## src/rtl/mtlru_pkg.sv

```systemverilog
`timescale 1ns / 1ps
// package for the partitioned lru buffer pool
// holds sizes, register indexes and the sequencer state type; no dependencies
package mtlru_pkg;
	localparam int TENANTS_DEF = 4;
	localparam int POOL_SLOTS_DEF = 64;
	localparam int SLOT_W = 7;
	localparam int TN_W = 3;
	localparam int PAGE_W = 32;
	localparam int CFG_W = 64;
	localparam int CIDX_W = 2;

	localparam logic [CIDX_W-1:0] REG_TENANT_COUNT = 2'd0;
	localparam logic [CIDX_W-1:0] REG_INIT_CAPS = 2'd1;
	localparam logic [CIDX_W-1:0] REG_MAX_CAPS = 2'd2;
	localparam logic [CIDX_W-1:0] REG_SPARE = 2'd3;

	typedef enum logic [2:0] {
		ST_IDLE,
		ST_FIND,
		ST_DECIDE,
		ST_AGE,
		ST_DONE
	} state_t;
endpackage

```

## src/rtl/multi_tenant_lru_buffer_pool.sv

```systemverilog
`timescale 1ns / 1ps
// partitioned lru buffer pool top level: slot table memory and scan sequencer
// depends on mtlru_pkg
//
// Usage: a request (tenant, page) enters on in_valid/in_stall; one result
// (slot, hit, error) leaves on out_valid/out_stall per request.
// The slot table (owner, page, rank) sits in a synchronous memory with one
// read and one write port and registered reads. A request runs a find pass
// over all POOL_SLOTS entries (match and oldest entry in one sweep), a decide
// state, then, unless there is no hit, no free slot and nothing to evict, an
// aging pass that reads each entry and writes back the target and the
// tenant's entries ranked below it. Each pass walks the memory port one entry
// a cycle. A bad tenant goes straight to the done state. One request is in
// flight at a time; in_stall is high while busy or while a result waits, so
// a new request is taken only after the last result has left. The result
// sits in an output register; while out_stall is high it holds and no new
// request is taken. Reset clears valid flags through per-entry valid bits (no
// clearing pass), counters, quotas and spare count; the user must make
// configuration writes only while idle; the block itself does not enforce it.
module multi_tenant_lru_buffer_pool #(
	parameter int TENANTS = mtlru_pkg::TENANTS_DEF,
	parameter int POOL_SLOTS = mtlru_pkg::POOL_SLOTS_DEF
) (
	input  logic clk,
	input  logic arst_n,
	input  logic cfg_we,
	input  logic [mtlru_pkg::CIDX_W-1:0] cfg_index,
	input  logic [mtlru_pkg::CFG_W-1:0] cfg_data,
	input  logic in_valid,
	output logic in_stall,
	input  logic [mtlru_pkg::TN_W-1:0] tenant,
	input  logic [mtlru_pkg::PAGE_W-1:0] page,
	output logic out_valid,
	input  logic out_stall,
	output logic [mtlru_pkg::SLOT_W-1:0] slot,
	output logic hit,
	output logic error
);
	localparam int AW = (POOL_SLOTS > 1) ? $clog2(POOL_SLOTS) : 1;
	localparam int CW = $clog2(POOL_SLOTS + 1);
	localparam int RW = AW;
	localparam int SW = mtlru_pkg::SLOT_W;

	typedef struct packed {
		logic [1:0] owner;
		logic [mtlru_pkg::PAGE_W-1:0] pg;
		logic [RW-1:0] rank;
	} entry_t;

	entry_t mem_q [POOL_SLOTS];
	logic [POOL_SLOTS-1:0] valid_q;
	entry_t rd_s1;
	logic rv_s1;
	logic [AW-1:0] raddr;
	logic mem_we;
	logic [AW-1:0] waddr;
	entry_t wdata;

	logic [2:0] tcount_q;
	logic [mtlru_pkg::CFG_W-1:0] maxcap_q;
	logic [CW-1:0] quota_q [TENANTS];
	logic [CW-1:0] used_q [TENANTS];
	logic [SW-1:0] spare_q;
	logic [CW-1:0] next_q;

	mtlru_pkg::state_t state_q, state_d;
	logic [1:0] t_q;
	logic [mtlru_pkg::PAGE_W-1:0] page_q;
	logic [CW:0] cnt_q;
	logic [AW-1:0] addr_s1;
	logic busy_rd_s1;
	logic found_q;
	logic [AW-1:0] fslot_q;
	logic [RW-1:0] frank_q;
	logic old_q;
	logic [AW-1:0] oslot_q;
	logic [RW-1:0] orank_q;
	// aging pass controls
	logic [AW-1:0] tgt_q;
	logic [CW:0] limit_q;
	logic [SW-1:0] slot_q;
	logic hit_q, err_q, ovalid_q;

	logic in_acc, out_acc, tn_ok, scan_end, age_end;
	logic [2:0] active;
	logic [15:0] maxcap_t;
	logic fresh_ok, take_quota, take_grow;

	assign in_acc = in_valid && !in_stall;
	assign out_acc = out_valid && !out_stall;
	assign in_stall = (state_q != mtlru_pkg::ST_IDLE) || ovalid_q;
	assign out_valid = ovalid_q;
	assign slot = slot_q;
	assign hit = hit_q;
	assign error = err_q;

	assign active = (tcount_q < 3'(TENANTS)) ? tcount_q : 3'(TENANTS);
	assign tn_ok = (tenant != '0) && (tenant <= active);
	assign scan_end = busy_rd_s1 && (cnt_q == (CW+1)'(POOL_SLOTS));
	assign age_end = scan_end;
	assign maxcap_t = maxcap_q[16*t_q +: 16];
	assign fresh_ok = next_q < CW'(POOL_SLOTS);
	assign take_quota = fresh_ok && (used_q[t_q] < quota_q[t_q]);
	assign take_grow = fresh_ok && ({{(16-CW){1'b0}}, used_q[t_q]} < maxcap_t)
		&& (spare_q != '0);

	// memory: one read port, one write port
	always_ff @(posedge clk) begin
		rd_s1 <= mem_q[raddr];
		if (mem_we) begin
			mem_q[waddr] <= wdata;
		end
	end

	always_ff @(posedge clk or negedge arst_n) begin
		if (!arst_n) begin
			rv_s1 <= 1'b0;
		end else begin
			rv_s1 <= valid_q[raddr];
		end
	end

	assign raddr = cnt_q[AW-1:0];

	always_comb begin
		state_d = state_q;
		unique case (state_q)
			mtlru_pkg::ST_IDLE: begin
				if (in_acc) begin
					state_d = tn_ok ? mtlru_pkg::ST_FIND : mtlru_pkg::ST_DONE;
				end
			end
			mtlru_pkg::ST_FIND: begin
				if (scan_end) begin
					state_d = mtlru_pkg::ST_DECIDE;
				end
			end
			mtlru_pkg::ST_DECIDE: begin
				if (!found_q && !take_quota && !take_grow
					&& (used_q[t_q] == '0 || !old_q)) begin
					state_d = mtlru_pkg::ST_DONE;
				end else begin
					state_d = mtlru_pkg::ST_AGE;
				end
			end
			mtlru_pkg::ST_AGE: begin
				if (age_end) begin
					state_d = mtlru_pkg::ST_DONE;
				end
			end
			mtlru_pkg::ST_DONE: state_d = mtlru_pkg::ST_IDLE;
			default: state_d = mtlru_pkg::ST_IDLE;
		endcase
	end

	// aging write: read entry returned in rd_s1 for address addr_s1
	always_comb begin
		mem_we = 1'b0;
		waddr = addr_s1;
		wdata = rd_s1;
		if (state_q == mtlru_pkg::ST_AGE && busy_rd_s1) begin
			if (addr_s1 == tgt_q) begin
				mem_we = 1'b1;
				wdata.owner = t_q;
				wdata.pg = page_q;
				wdata.rank = '0;
			end else if (rv_s1 && rd_s1.owner == t_q
				&& {1'b0, CW'(rd_s1.rank)} < limit_q) begin
				mem_we = 1'b1;
				wdata.rank = rd_s1.rank + 1'b1;
			end
		end
	end

	always_ff @(posedge clk or negedge arst_n) begin
		if (!arst_n) begin
			state_q <= mtlru_pkg::ST_IDLE;
			tcount_q <= 3'd1;
			maxcap_q <= '0;
			spare_q <= '0;
			next_q <= '0;
			valid_q <= '0;
			ovalid_q <= 1'b0;
			cnt_q <= '0;
			busy_rd_s1 <= 1'b0;
			for (int i = 0; i < TENANTS; i++) begin
				quota_q[i] <= '0;
				used_q[i] <= '0;
			end
		end else begin
			state_q <= state_d;
			if (out_acc) begin
				ovalid_q <= 1'b0;
			end
			if (cfg_we) begin
				unique case (cfg_index)
					mtlru_pkg::REG_TENANT_COUNT: tcount_q <= cfg_data[2:0];
					mtlru_pkg::REG_INIT_CAPS: begin
						for (int i = 0; i < TENANTS; i++) begin
							quota_q[i] <= (cfg_data[16*i +: 16] > 16'(POOL_SLOTS))
								? CW'(POOL_SLOTS) : CW'(cfg_data[16*i +: 16]);
						end
					end
					mtlru_pkg::REG_MAX_CAPS: maxcap_q <= cfg_data;
					mtlru_pkg::REG_SPARE: spare_q <= cfg_data[SW-1:0];
					default: ;
				endcase
			end
			// sweep address counter for both passes
			busy_rd_s1 <= 1'b0;
			if ((state_q == mtlru_pkg::ST_FIND || state_q == mtlru_pkg::ST_AGE)
				&& !scan_end) begin
				if (cnt_q < (CW+1)'(POOL_SLOTS)) begin
					cnt_q <= cnt_q + 1'b1;
				end
				busy_rd_s1 <= 1'b1;
			end
			if (in_acc || state_q == mtlru_pkg::ST_DECIDE) begin
				cnt_q <= '0;
			end
			if (state_q == mtlru_pkg::ST_DECIDE && !found_q) begin
				if (take_quota || take_grow) begin
					next_q <= next_q + 1'b1;
					valid_q[next_q[AW-1:0]] <= 1'b1;
					used_q[t_q] <= used_q[t_q] + 1'b1;
					if (!take_quota) begin
						spare_q <= spare_q - 1'b1;
						if (quota_q[t_q] < CW'(POOL_SLOTS)) begin
							quota_q[t_q] <= quota_q[t_q] + 1'b1;
						end
					end
				end
			end
			if (state_q == mtlru_pkg::ST_DONE) begin
				ovalid_q <= 1'b1;
			end
		end
	end

	// request payload, scan results and result fields
	always_ff @(posedge clk) begin
		addr_s1 <= raddr;
		if (in_acc) begin
			t_q <= 2'(tenant - 1'b1);
			page_q <= page;
			found_q <= 1'b0;
			old_q <= 1'b0;
			err_q <= 1'b1;
			hit_q <= 1'b0;
			slot_q <= '0;
		end
		if (state_q == mtlru_pkg::ST_FIND && busy_rd_s1 && rv_s1
			&& rd_s1.owner == t_q) begin
			if (!found_q && rd_s1.pg == page_q) begin
				found_q <= 1'b1;
				fslot_q <= addr_s1;
				frank_q <= rd_s1.rank;
			end
			if (!old_q || rd_s1.rank >= orank_q) begin
				old_q <= 1'b1;
				oslot_q <= addr_s1;
				orank_q <= rd_s1.rank;
			end
		end
		if (state_q == mtlru_pkg::ST_DECIDE && state_d == mtlru_pkg::ST_AGE) begin
			err_q <= 1'b0;
			if (found_q) begin
				tgt_q <= fslot_q;
				limit_q <= (CW+1)'(frank_q);
				hit_q <= 1'b1;
				slot_q <= SW'(fslot_q) + 1'b1;
			end else if (take_quota || take_grow) begin
				tgt_q <= next_q[AW-1:0];
				limit_q <= '1;
				slot_q <= SW'(next_q) + 1'b1;
			end else begin
				tgt_q <= oslot_q;
				limit_q <= (CW+1)'(orank_q);
				slot_q <= SW'(oslot_q) + 1'b1;
			end
		end
	end
endmodule
```

## config.mk

```make
export PLATFORM = sky130hd
export DESIGN_NAME = multi_tenant_lru_buffer_pool
export DESIGN_NICKNAME = d
export VERILOG_FILES = /design/src/rtl/mtlru_pkg.sv /design/src/rtl/multi_tenant_lru_buffer_pool.sv
export SDC_FILE = /design/constraint.sdc
export NUM_CORES = 2
export LEC_CHECK = 0
export ABC_AREA = 0
export BUFFER_PORTS_ARGS = -buffer_cell sky130_fd_sc_hd__buf_2
export CORE_ASPECT_RATIO = 0.75
export CORE_MARGIN = 5
export CORE_UTILIZATION = 63
export DETAILED_ROUTE_END_ITERATION = 7
export PLACE_DENSITY_LB_ADDON = 0.2
export SLEW_MARGIN = 20
export SYNTH_ARGS = -nofsm -noshare
export SYNTH_HDL_FRONTEND = slang
export SYNTH_SLANG_ARGS = --single-unit
```

## constraint.sdc

```tcl
create_clock -name clk -period 6.7 [get_ports clk]
set_clock_uncertainty 0.05 [all_clocks]
set_input_delay 1.34 -clock clk [delete_from_list [all_inputs] [get_ports clk]]
set_output_delay 1.34 -clock clk [all_outputs]
set_load 0.1 [all_outputs]
```

==> flow_summary.toml <==
[setup_path]
timing.rr.start = "t_q[0]$_DFFE_PP_"
r2r_cells = 10
crit_path_start_kind = "register"
worst-r2r-setup-slack_ps = 1650
nature_of_the_critical_path_endpoint = "register"
critPathArrivalTime_ps = 5520
setup.worst_path.class = "reg2reg"
crit_fanout = 22
cp_required_ps = 7170
worst_r2r_endpoint = "limit_q[5]$_DFFE_PP_"
timing_startpoint_of_the_critical_path = "t_q[0]$_DFFE_PP_"

[sta]
max_slew.worst_pin.slew_ps = 1190
final.setup.worst_slack_ps = 1650
period_share = 0.753
period_minus_slack_ps = 5050
finalSetupViolCount = 0
max_clock_freq_mhz = 198
grt_setup_unrepaired = "no"
slew_headroom = 0.206
timing.final.hold_violations = 0
finalMaxSlewViolations = 0
tns_ps = 0

[floorplan]
die_h_um = 376
floorplan.die.width_um = 498
io_pins = 117
coreArea_sq_mm = 0.178
initial_utilization = 0.633
std_cell_rows = 134
die_area_sq_mm = 0.187

[synthesis]
ys.warnings.count = 0
post_synth.cell_area_avg_sq_um = 23.0
netlist_top_cells_area = "sky130_fd_sc_hd__edfxtp_1 (70%), sky130_fd_sc_hd__mux4_2 (18%), sky130_fd_sc_hd__dfrtp_1 (4.8%)"
yosysTopAreaCell = "sky130_fd_sc_hd__edfxtp_1"
netlist.area_leader.share = 0.703
post_synth_instance_area_sq_mm = 0.113
synth.net_count = 5044
synth_enable_flop_cells = 2638
synth.lib_cells_used.distinct = 66
asyncSetResetFlopFracSynth = 0.0741
seq_area_frac_synth = 0.760
top_flip_flop_cell_by_instance_count_after_synthesis = "sky130_fd_sc_hd__edfxtp_1"
synth_seq_cells = 2903
synthesis.instances = 4900

[placed_design]
io_buffers = 116
place.detailed.hpwl_um = 162000
preCtsSetupSlack_ps = 1700
routabilityCongestion = 0.871
postPlaceCellArea_sq_mm = 0.117

[power]
cellPowerDensity_mw_per_mm2 = 316
power_frac_clock = 0.382
p_comb_frac = 0.115
total_switching_power_mw = 9.54
power_switching_share = 0.240
power.sequential.fraction = 0.503
internal_power_mw = 30.3
vdd.ir_drop.worst_uv = 313
p_total_mw = 39.8
power_leakage_nw = 29.8

[layout]
finish.instance_area_sq_mm = 0.126
p_r_area_growth_vs_syn_pct = 11.9
drive_gt1_frac = 0.326
nets = 5356
seqCellArea_sq_mm = 0.0856
fillers = 10100
multiInputGateArea_sq_mm = 0.0265

[clock_network]
hold_buffers = 0
h-tree-depth = 5
tritoncts = "yes"
clk_transition_reported_paths_ps = 60
post-cts-setup-buffer-count = 0
max-clock-path-buffers = 4
cts_made_buffers = 281
numClockSinks = 2903
insertion_delay_ps = 920
cts-resized-gates = 0
clk_root_buffer_cell = "sky130_fd_sc_hd__clkbuf_16"

[route]
firstDrtPassIters = 6
via_cell_ratio = 7.04
detail_route.drc_violations = 0
totalWireLength_um = 282000
dr_total_vias = 54900
wl_per_cell_um = 36.1
detail_route.iter0.violations = 8446
antenna_violating_nets_post_route = 0

[flow_run]
cap_violations = 0

[grt]
grt_use_total = 0.305
grt_first_pass_wirelength_um = 407000
grt_start_max_net_pins = 147
global_route.overflow_total = 0
via_count_of_the_first_global_routing_pass = 54400
antenna_found_initial = 10

[worst_hold_path]
hold_path_class = "reg2reg"
timing.hold.worst_path_depth = 1
hold_end = "valid_q[46]$_DFFE_PN0P_"
worstHoldStart = "valid_q[46]$_DFFE_PN0P_"

[run_status]
status = "finished, final reports clean"
## cells by family after synthesis
| kind of cell | Yosys count | share of synthesized area |
|---|---|---|
| xor+xnor | 78 | 0.00607 |
| simple gates | 354 | 0.0152 |
| mux | 1032 | 0.191 |
| flops | 2903 | 0.760 |
| fa+ha+maj | 38 | 0.00422 |
| compound gates | 203 | 0.0130 |
| buf+inv | 292 | 0.0101 |
## cell usage after synthesis, types with 37 or more instances
master,instances
sky130_fd_sc_hd__clkbuf_1,159
sky130_fd_sc_hd__a21o_1,37
sky130_fd_sc_hd__nor2_1,130
sky130_fd_sc_hd__dfrtp_1,214
sky130_fd_sc_hd__mux4_2,882
sky130_fd_sc_hd__dfxtp_1,50
sky130_fd_sc_hd__ha_1,38
sky130_fd_sc_hd__buf_1,74
sky130_fd_sc_hd__nand2_1,69
sky130_fd_sc_hd__edfxtp_1,2638
sky130_fd_sc_hd__mux2_2,113
sky130_fd_sc_hd__xnor2_1,63
sky130_fd_sc_hd__inv_1,45
## per-stage QoR
step	hold slack [ps]	cells	util
2_1_floorplan	295	4900	-
4_1_cts	404	7783	0.708
3_5_place_dp	389	7305	0.659
6_report	403	7792	0.709
3_3_place_gp	381	7304	0.659
5_1_grt	418	7787	0.708
## how the worst max path moves through the flow
stage	to	slack, ps	depth (start not counted)
after global routing	tgt_q[1]$_DFFE_PP_	1310	10
final	limit_q[5]$_DFFE_PP_	1650	10
after CTS	limit_q[2]$_DFFE_PP_	1660	10
after global placement	limit_q[2]$_DFFE_PP_	1850	10
after detailed placement	limit_q[1]$_DFFE_PP_	1700	10
after floorplan	mem_q[0][1]$_DFFE_PP_	1920	8
## power by group through the flow
stage	Combinational, mW	Clock, mW	Sequential (mW)
detailed placement	4.69	0	20.4
global placement	4.69	0	20.4
CTS	4.70	15.4	20.0
finish	4.60	15.2	20.0
global route	4.95	16.2	20.0
floorplan	3.63	0	20.2
## routing by layer
metal  global-route usage  vias to the layer above  part of all wire
met5                    0                        -           0.00023
met3               0.0711                      469              0.12
met1                0.478                    29200              0.39
li1                     -                    21300                 -
met2                0.444                     3898              0.46
met4               0.0874                       10             0.031
## layout by cell type, fill, tap and decap left out, types with 58 or more instances in the layout
cell type,Yosys,routed
sky130_fd_sc_hd__mux4_2,882,882
sky130_fd_sc_hd__nor2_1,130,65
sky130_fd_sc_hd__nand2_1,69,69
sky130_fd_sc_hd__xnor2_1,63,63
sky130_fd_sc_hd__nor2_4,0,65
sky130_fd_sc_hd__clkbuf_1,159,58
sky130_fd_sc_hd__clkbuf_16,0,289
sky130_fd_sc_hd__edfxtp_1,2638,2638
sky130_fd_sc_hd__buf_4,2,133
sky130_fd_sc_hd__mux2_2,113,107
sky130_fd_sc_hd__buf_2,9,115
sky130_fd_sc_hd__dfrtp_1,214,208
## registers in the layout, indices dropped and copies added (netlist names), 7 cells and up
name / cells
rd_s1: 40
mem_q: 2560
cnt_q: 8
maxcap_q: 64
valid_q: 64
spare_q: 7
page_q: 32
slot: 7
quota_q: 28
used_q: 28
limit_q: 7
next_q: 7
## area by class of cell
type | instances | share of cell area
Sequential cell | 2903 | 0.679
Clock buffer | 363 | 0.0609
Tap cell | 2380 | 0.0236
Clock inverter | 115 | 0.00764
Antenna cell | 5 | 0.0000993
Multi-Input combinational cell | 1705 | 0.210
Inverter | 45 | 0.00134
Timing Repair Buffer | 276 | 0.0171
## worst max-delay path, stage by stage (launching register included)
cell                       delay [ps]
sky130_fd_sc_hd__edfxtp_1         750
sky130_fd_sc_hd__buf_4            360
sky130_fd_sc_hd__mux4_2           620
sky130_fd_sc_hd__ha_1             330
sky130_fd_sc_hd__nand3_1          110
sky130_fd_sc_hd__a211oi_1         370
sky130_fd_sc_hd__o2111a_1         440
sky130_fd_sc_hd__buf_4            360
sky130_fd_sc_hd__nand2_1          110
sky130_fd_sc_hd__o21ai_1          680
sky130_fd_sc_hd__inv_1            490
Power figures use the tool's default switching activity.
